$ cat src/rtl/sabs_pkg.sv
package sabs_pkg;

  // Configuration register indexes.
  localparam logic [0:0] CFG_ITEM_COUNT = 1'd0;
  localparam logic [0:0] CFG_ASCENDING  = 1'd1;

  localparam int unsigned CFG_DATA_W = 9;

  // Item kinds.
  localparam logic KIND_LOAD  = 1'b0;
  localparam logic KIND_QUERY = 1'b1;

  // Match types.
  localparam logic [2:0] MT_LESS     = 3'd0;
  localparam logic [2:0] MT_LESS_EQ  = 3'd1;
  localparam logic [2:0] MT_EQUAL    = 3'd2;
  localparam logic [2:0] MT_GREATER_EQ = 3'd3;
  localparam logic [2:0] MT_GREATER  = 3'd4;

  // Result status codes.
  localparam logic [1:0] ST_NONE    = 2'd0;
  localparam logic [1:0] ST_EXACT   = 2'd1;
  localparam logic [1:0] ST_GREATER = 2'd2;
  localparam logic [1:0] ST_LESS    = 2'd3;

  // Commands from the controller to the datapath.
  typedef struct packed {
    logic load;     // write one store entry
    logic start;    // latch a query and issue the first probe
    logic step;     // consume one probe result and issue the next
    logic capture;  // register the decided result
  } cmd_t;

  // Status from the datapath to the controller.
  typedef struct packed {
    logic range_open;  // search interval still holds more than the boundary
  } stat_t;

endpackage

$ cat src/rtl/sabs_ctrl.sv
module sabs_ctrl
  import sabs_pkg::*;
(
  input  logic  clk_i,
  input  logic  rst_ni,
  input  logic  req_valid_i,
  input  logic  req_kind_i,
  input  logic  rsp_ready_i,
  input  stat_t stat_i,
  output cmd_t  cmd_o,
  output logic  req_ready_o,
  output logic  rsp_valid_o
);

  localparam logic [1:0] S_IDLE   = 2'd0;
  localparam logic [1:0] S_SEARCH = 2'd1;
  localparam logic [1:0] S_DECIDE = 2'd2;

  logic [1:0] state_q, state_d;
  logic       rsp_valid_q, rsp_valid_d;
  logic       accept;

  assign req_ready_o = (state_q == S_IDLE);
  assign accept      = req_valid_i && req_ready_o;
  assign rsp_valid_o = rsp_valid_q;

  always_comb begin
    state_d = state_q;
    cmd_o   = '0;
    rsp_valid_d = rsp_valid_q && !rsp_ready_i;
    case (state_q)
      S_IDLE: begin
        if (accept && req_kind_i == KIND_LOAD) begin
          cmd_o.load = 1'b1;
        end else if (accept) begin
          cmd_o.start = 1'b1;
          state_d = stat_i.range_open ? S_SEARCH : S_DECIDE;
        end
      end
      S_SEARCH: begin
        cmd_o.step = 1'b1;
        if (!stat_i.range_open) begin
          state_d = S_DECIDE;
        end
      end
      S_DECIDE: begin
        // The result register is free once its item has been taken.
        if (!rsp_valid_q || rsp_ready_i) begin
          cmd_o.capture = 1'b1;
          rsp_valid_d   = 1'b1;
          state_d       = S_IDLE;
        end
      end
      default: begin
        state_d = S_IDLE;
      end
    endcase
  end

  always_ff @(posedge clk_i or negedge rst_ni) begin
    if (!rst_ni) begin
      state_q     <= S_IDLE;
      rsp_valid_q <= 1'b0;
    end else begin
      state_q     <= state_d;
      rsp_valid_q <= rsp_valid_d;
    end
  end

endmodule

$ cat config.mk
export PLATFORM = sky130hd
export DESIGN_NAME = sabs_ctrl
export DESIGN_NICKNAME = d
export VERILOG_FILES = /design/src/rtl/sabs_pkg.sv /design/src/rtl/sabs_ctrl.sv
export SDC_FILE = /design/constraint.sdc
export NUM_CORES = 1
export LEC_CHECK = 0
export ABC_CLOCK_PERIOD_IN_PS = 2000
export BUFFER_PORTS_ARGS = -buffer_cell sky130_fd_sc_hd__buf_2
export CORE_AREA = 2 2 39 41
export CTS_CLUSTER_SIZE = 20
export DETAILED_ROUTE_END_ITERATION = 7
export DIE_AREA = 0 0 41 43
export PLACE_DENSITY = 0.37
export SETUP_SLACK_MARGIN = 0.1
export SLEW_MARGIN = 20
export SYNTH_ARGS = -nofsm -noshare
export SYNTH_HDL_FRONTEND = slang
export SYNTH_SLANG_ARGS = --single-unit
$ cat constraint.sdc
create_clock -name clk_i -period 2 [get_ports clk_i]
set_input_delay 0.4 -clock clk_i [delete_from_list [all_inputs] [get_ports clk_i]]
set_output_delay 0.4 -clock clk_i [all_outputs]
set_load 0.02 [all_outputs]
======== Yosys cells after proc, flatten, opt, wreduce, memory -nomap -nowiden ========
Index checks and enable logic that the tools add are counted.
storage, ports and cells
  input bits .............................. 6
  output and inout port bits .............. 6
  logic and storage cells ................. 32
  flip-flop bits (word level) ............. 3
operators by class
  reduce and logical (&&, ||, !) cells .... 8
  bitwise logic cells ..................... 1
  mux-type cells .......................... 15
  equal/unequal tests ..................... 6
operators by type and width
  operator                                                               number
  2-bit two-way mux                                                      6
  1-bit two-way mux                                                      8
  2-bit != test, second input constant                                   3
  2-bit case mux with 3 select lines                                     1
  4-bit AND reduction                                                    1
  1-bit logical AND                                                      3
  2-bit by 1-bit equality test with 1-bit output, second input constant  1
  2-bit equality test, second input constant                             1
  1-bit logical NOT                                                      2
  2-bit logical NOT                                                      1
  2-bit by 1-bit != test with 1-bit output, second input constant        1
  1-bit logical OR                                                       1
  1-bit inverter                                                         1

======== Longest topological paths before layout ========
Gate-level depths: netlist of the first run.
  depth after elaboration ................. 5
  depth in mapped cells ................... 2
  mapped depth without buffers ............ 2

======== Worst setup path before layout of the first run ========
OpenSTA, ideal clock, no wires.
  path type ............................... register -> output
  from .................................... register state_q[0]
  to ...................................... output cmd_o[3] (netlist name)
  required time ........................... 1600 ps
  data arrival time ....................... 1188 ps
  path buffers ............................ 0
  cell stages (with the launch flop) ...... 2
  setup slack ............................. 412 ps
  cell sequence ........................... dfrtp_1 nor4b_1
RTL lines
  element                   line             source
  start: declaration        sabs_ctrl.sv:19  logic [1:0] state_q, state_d;
  start signal: assignment  sabs_ctrl.sv:65  state_q <= state_d;
  end: declaration          sabs_ctrl.sv:10  output cmd_t cmd_o,

==> results.md, run 1 <==
* Status: complete, no violations
* Post-CTS Resized at 0
* Power density cells at roughly 910 mW/mm^2
* Fin nets at 37
* Top delay family on crit path: flip-flops
* Slew @ Worst Pin at 277 ps
* Avg Inst Size Synth at 10.5 sq um
* Initial antenna violation count at 0
* Routed vias at around 170
* DP Area at approximately 220 sq um
* Ports at 12
* Post-synth EDFFs at 0
* TritonCTS buffer count at 3
* Critical path fanouts, max at 6
* H-Tree Depth at 1
* Yosys warnings at 0
* Clk_skew at ~0.82 ps
* Worst path required time at 1600 ps
* Share of layout cells above drive strength 1 at 0.500
* Sequential share of the synthesized area at 0.508
* Starting Density at 0.107
* Core Rows at 14
* Core box area at 0.00138 sq mm
* WL final at between 400 and 500 microns
* Cell taking the most area after synthesis: dfrtp_1
* Top-area cell type share of the netlist area at 0.508
* CTS tree: yes
* Critical path's largest stage delay at ~430 ps
* Synth Cell Area at 148 sq um
* Clock group share of total power at 0.460
* First-pass GRT wire length at about 650 microns
* Async SR Flop Fraction at 1.00
* PnR Total Power at between 0.2 and 0.25 mW
* Leak pwr at 0.133 nW
* ANT nets after route at 0
* Die height at approximately 43 microns
* Crit-path cells: nor4b_1, buf_2
* Max_cap viols at 0
* Switching power at a little over 0.07 mW
* Skew-Pair Late Insertion Delay at 230 ps
* Gp weighted congestion at 0.559
* Switching Fraction at 0.302
* Crit Path Class: reg2out
* Clk root buf: clkbuf_4
* Vias in the first global route at about 160
* Final Hold Viols at 0
* Sequential Power Share at 0.316
* Peak supply drop at between 150 and 200 uV
* Wire per inst at slightly below 9 microns
* Fin. max-slew vios at 0
* Top cells by area in the synthesized netlist: dfrtp_1 51%, nand2b_1 8.5%, nor2b_1 8.5%, a21oi_2 5.9%, nor4b_1 5.9%
* Period utilisation layout at 0.807
* Internal Dissipation at roughly 0.16 mW
* Most frequent cell after synthesis: dfrtp_1
* Min-delay worst type: in2reg
* Crit-path slowest cell: dfrtp_1
* Setup TNS at 0 ps
* Setup repair bufs after CTS at 0
* Crit start category: flop
* Critical path endpoint category: output port
* Crit path buf inv count at 1
* Count of cell types in the netlist at 10
* IO Port Bufs at 11
* Total track usage at 0.0633
* Final setup viols at 0
* Crit path DAT at roughly 1200 ps
* Combinational group share of total power at 0.223
* Vias per cell at around 3.7
* Rel. slew slack at 0.813
* Synthesized netlist net count at 20
* Final hold slack at between 300 and 400 ps
* Post-Syn Instances at 14
* Drt pass-1 iters at 1
* Remaining global-route overflow at 0
* Synth top cells by count: 3 x dfrtp_1, 2 x nand2b_1, 2 x nor2b_1
* # DRC at 0
* #FFs+latches synth at 3
* Reg clk slew, reported paths at roughly 40 ps
* Iteration-0 DRC Markers at 0
* # diodes at 0
* Post-Layout Inst Area at about 260 sq um
* Die area at around 0.0018 sq mm
* Crit path time final at 1610 ps
* Synth-to-layout area growth at 75.4%
* Die X at 41 microns
* Unrepaired setup endpoints after global routing: no
* Max Fclk at between 600 and 700 MHz
* Most common flop cell mapped by yosys: dfrtp_1
* Largest net degree at the start of global routing at 7
* Bufs on Longest Clock Path at 2
* Clock Sinks at 3
-- layout make-up --
cell class / instances / area [sq um]
sequential: 3 / 75.1
tap: 16 / 20.0
timing repair buffer: 12 / 65.1
multi-input combinational: 11 / 72.6
clock buffer: 4 / 26.3
fill: 157 / 1120
-- state kept, by name (all words and copies together) (netlist names) --
register,cells
state_q,2
rsp_valid_o,1
-- stage by stage --
step,utilization,setup slack (ps),std cells
final,0.187,386,46
after global routing,0.187,315,46
after CTS,0.187,377,46
after detailed placement,0.161,602,41
after global placement,0.161,659,41
after floorplan,-,412,14
-- final timing paths --
check	slack [ps]	start	to	cells after the start
max	390	state_q[1]	cmd_o[3]	2
min	390	stat_i	state_q[1]	2
max reg2reg	1140	state_q[0]	state_q[1]	2
min reg2reg	520	rsp_valid_o	rsp_valid_o	2
max in group asynchronous	1400	rst_ni	state_q[0]	2
min in group asynchronous	490	rst_ni	state_q[1]	2
-- cell usage in the layout, fill, tap and decap left out, drive strengths merged, types with 2 or more instances in the layout --
cell type | Yosys | routed
dfrtp | 3 | 3
nor2b | 2 | 2
clkbuf | 0 | 4
buf | 0 | 11
nand2b | 2 | 2
-- kinds of logic after synthesis --
logic type | Yosys count | share of synthesized area
flops | 3 | 0.508
compound gates | 2 | 0.119
simple gates | 9 | 0.373
-- per-layer routing --
metal,wire length [microns],GRT usage
met1,170,0.0613
met2,176,0.0719
met3,58,0.0314
met4,0,0.100
met5,0,0
-- worst reg2reg max path, cell delays in order (launching register included) --
cell,delay [ps]
dfrtp_1,410
nand2b_1,190
o32ai_1,140
-- repair_timing --
action,4_1_cts,5_1_grt
setup endpoints to repair,0,0
hold buffers,1,0
endpoints found under the hold margin,3,0
-- power groups by stage --
stage	logic, mW	registers, mW	clock network (mW)
floorplan	0.0270	0.0774	0
global placement	0.0503	0.0741	0
detailed placement	0.0514	0.0750	0
CTS	0.0530	0.0743	0.113
global route	0.0577	0.0753	0.123
finish	0.0524	0.0742	0.108
(Power assumes the default switching activity.)
==> inputs of run 2 (changes only) <==
--- a/config.mk
+++ b/config.mk
@@ -5,13 +5,14 @@
 export SDC_FILE = /design/constraint.sdc
 export NUM_CORES = 1
 export LEC_CHECK = 0
-export ABC_CLOCK_PERIOD_IN_PS = 2000
+export ABC_AREA = 1
+export ABC_CLOCK_PERIOD_IN_PS = 1300
 export BUFFER_PORTS_ARGS = -buffer_cell sky130_fd_sc_hd__buf_2
 export CORE_AREA = 2 2 39 41
 export CTS_CLUSTER_SIZE = 20
 export DETAILED_ROUTE_END_ITERATION = 7
 export DIE_AREA = 0 0 41 43
-export PLACE_DENSITY = 0.37
+export PLACE_DENSITY = 0.41
 export SETUP_SLACK_MARGIN = 0.1
 export SLEW_MARGIN = 20
 export SYNTH_ARGS = -nofsm -noshare
==> constraint.sdc (replaced) <==
create_clock -name clk_i -period 1.3 [get_ports clk_i]
set_input_delay 0.26 -clock clk_i [delete_from_list [all_inputs] [get_ports clk_i]]
set_output_delay 0.26 -clock clk_i [all_outputs]
set_load 0.02 [all_outputs]
==> results.md, run 2 <==
* IO Port Bufs at 11 (unchanged)
* Async SR Flop Fraction at 1.00 (unchanged)
* Starting Density at 0.134 (+0.0271)
* Post-synth EDFFs at 0 (unchanged)
* Switching power at 0.272 mW (+280%)
* #FFs+latches synth at 3 (unchanged)
* Leak pwr at 0.192 nW (+44%)
* Sequential Power Share at 0.249 (-0.067)
* Failing checks: setup timing
* Switching Fraction at 0.399 (+0.0969)
* Crit path time final at approximately 1400 ps
* Most frequent cell after synthesis: inv_1
* Critical path fanouts, max at 5 (-1)
* Synth top cells by count: 6 x inv_1, 5 x nor2_1, 3 x dfrtp_1
* Power density cells at 1870 mW/mm^2 (+110%)
* Initial antenna violation count at 0 (unchanged)
* Vias per cell at 3.70 (+1.4%)
* Clock Sinks at 3 (unchanged)
* Commonest cells after routing, fill and taps aside: 6 x buf_2, 5 x buf_4, 4 x inv_2, 4 x nor2_1
* Crit path from: state_q[1]
* Critical path's largest stage delay at 440 ps (about the same)
* Combinational group share of total power at 0.514 (+0.291)
* Synthesized netlist net count at 32 (+60%)
* Period utilisation layout at 1.05
* Min setup slack post-route at -62.3 ps (-448 ps)
* # DRC at 0 (unchanged)
* Slew @ Worst Pin at 192 ps (-85.6 ps)
* Rel. slew slack at 0.871 (+0.0586)
* Final setup viols at 3 (+3)
* Core Rows at 14 (unchanged)
* Post-Syn Instances at 26 (+12)
* Fillers at 166 (+5.7%)
* Largest net degree at the start of global routing at 6 (-1)
* Critical path endpoint category: output port
* TritonCTS buffer count at 3 (unchanged)
* GRT Max-Usage Layer: met1
* Remaining global-route overflow at 0 (unchanged)
* R2r startpoint: state_q[1]
* ANT nets after route at 0 (unchanged)
* Count of cell types in the netlist at 12 (+2)
* Most common flop cell mapped by yosys: dfrtp_1
* H-Tree Depth at 1 (unchanged)
* Share of layout cells above drive strength 1 at 0.667 (+0.167)
* Crit Path Class: reg2out
* Commonest non-fill, non-tap cell in the layout: buf_2
* Max Fclk at approximately 730 MHz
* Avg Inst Size Synth at 7.12 sq um (-32%)
* Top-area cell type share of the netlist area at 0.405 (-0.103)
* Yosys warnings at 0 (unchanged)
* Max FFs per register at 2 (unchanged)
* Fin nets at 52 (+41%)
* Peak supply drop at 834 uV (+330%)
* Max_cap viols at 0 (unchanged)
* Drt pass-1 iters at 2 (+1)
* Status: finished, violations left
* Die X at 41 microns (unchanged)
* Global routing usage on met1 at 0.106 (+0.0448)
* Setup TNS at -122 ps (-122 ps)
* Synth Cell Area at 185 sq um (+25%)
* Final Hold Viols at 0 (unchanged)
* Reg clk slew, reported paths at 40 ps (about the same)
* Internal Dissipation at 0.410 mW (+150%)
* Gp weighted congestion at 0.691 (+24%)
* Dpl ws at 110 ps (-492 ps)
* Top cells by area in the synthesized netlist: dfrtp_1 41%, inv_1 12%, nor2_1 10%, nand2_2 6.8%, nor2_2 6.8%
* Die height at 43 microns (unchanged)
* Crit-path slowest cell: dfrtp_2
* First-pass GRT wire length at 931 microns (+44%)
* Largest Register: state_q
* Clock group share of total power at 0.237 (-0.223)
* Met2 usage at 0.0906 (+0.0188)
* Routed vias at 226 (+35%)
* Synth-to-layout area growth at 96.6%
* Fin. max-slew vios at 0 (unchanged)
* Min-delay worst type: in2reg
* Vias in the first global route at 229 (+40%)
* Crit start category: flop
* Die area at 0.00176 sq mm (unchanged)
* Total track usage at 0.0853 (+0.0220)
* Crit path DAT at 1100 ps (-110 ps)
* CTS tree: yes
* Skew-Pair Late Insertion Delay at 230 ps (about the same)
* Wire per inst at 8.11 microns (-7.6%)
* Bufs on Longest Clock Path at 2 (unchanged)
* Ports at 12 (unchanged)
* Crit-path cells: nor4_2, buf_4
* Cell taking the most area after synthesis: dfrtp_1
* Reg-to-Reg End: state_q[1]
* # diodes at 0 (unchanged)
* Reg2reg path depth at 6 (+4)
* HPWL Detailed at approximately 400 microns
* Met3 GRT Util at 0.0890 (+0.0576)
* Setup crit end: cmd_o[2]
* Clk_skew at 1.86 ps (+1.04 ps)
* Core box area at 0.00138 sq mm (unchanged)
* Unrepaired setup endpoints after global routing: yes
* Sequential share of the synthesized area at 0.405 (-0.103)
* WL final at 495 microns (+23%)
* Worst path required time at 1040 ps (-560 ps)
* Iteration-0 DRC Markers at 1 (+1)
* Flop-to-flop setup slack at 240 ps (-900 ps)
* Clk root buf: clkbuf_4
run 2: cell types whose count changed after synthesis, moves of 2 or more:
cell      before  now
inv_1          0    6
nor2_1         1    5
nand2_2        0    2
nand2b_1       2    0
nor2_2         0    2
nor2b_1        2    0
run 2: logic make-up (layout without fill, tap and decap cells):
family / count (synthesis) / in the layout / synth area share
buffers and inverters: 7 / 26 / 0.142
DFF: 3 / 3 / 0.405
AOI/OAI and AO/OA: 1 / 1 / 0.0270
and+or+nand+nor: 15 / 15 / 0.426
run 2: area by class of cell:
class                           count  area [sq um]  share of cell area
Tap cell                           16          20.0              0.0550
Multi-Input combinational cell     16           103               0.282
Sequential cell                     3          77.6               0.213
Inverter                            7          26.3              0.0722
Timing Repair Buffer               15           111               0.306
Clock buffer                        4          26.3              0.0722
run 2: what timing repair did:
action | CTS | global route
buffers inserted | 4 | 0
hold endpoints to repair | 3 | 0
pin swaps | 3 | 2
gates resized for setup | 13 | 2
endpoints found under the setup margin | 5 | 7
hold buffers | 1 | 0
run 2: critical path, delay by kind of cell, from the launching register on:
kind,cells,cell delay [ps]
flops,1,440
buf+inv,1,180
simple gates,1,250
run 2: layer usage:
metal / up-vias / share of wire
met5: - / 0
met4: 0 / 0
met3: 0 / 0.16
met2: 14 / 0.45
met1: 95 / 0.39
li1: 117 / -
run 2: metrics by stage:
stage / power, mW / hold slack, ps / util / cells / area (sq um)
after floorplan: 0.332 / -35.6 / - / 26 / 196
after global placement: 0.411 / 58.7 / 0.196 / 53 / 272
after detailed placement: 0.412 / 61.4 / 0.196 / 53 / 272
after CTS: 0.707 / 239 / 0.267 / 62 / 369
after global routing: 0.745 / 244 / 0.263 / 61 / 364
final: 0.682 / 241 / 0.263 / 61 / 364
run 2: power by group through the flow:
stage / clock network [mW] / logic, mW / registers, mW
2_1_floorplan: 0 / 0.156 / 0.176
3_3_place_gp: 0 / 0.248 / 0.163
3_5_place_dp: 0 / 0.250 / 0.162
4_1_cts: 0.170 / 0.367 / 0.170
5_1_grt: 0.185 / 0.386 / 0.174
6_report: 0.162 / 0.350 / 0.170
run 2: how the worst min path moves through the flow:
stage | endpoint | cells after the start | slack, ps | start
floorplan | rsp_valid_o | 0 | -40 | rst_ni
global placement | rsp_valid_o | 1 | 60 | rst_ni
detailed placement | rsp_valid_o | 1 | 60 | rst_ni
CTS | rsp_valid_o | 2 | 240 | rsp_ready_i
global route | rsp_valid_o | 2 | 240 | rsp_ready_i
finish | rsp_valid_o | 2 | 240 | rsp_ready_i
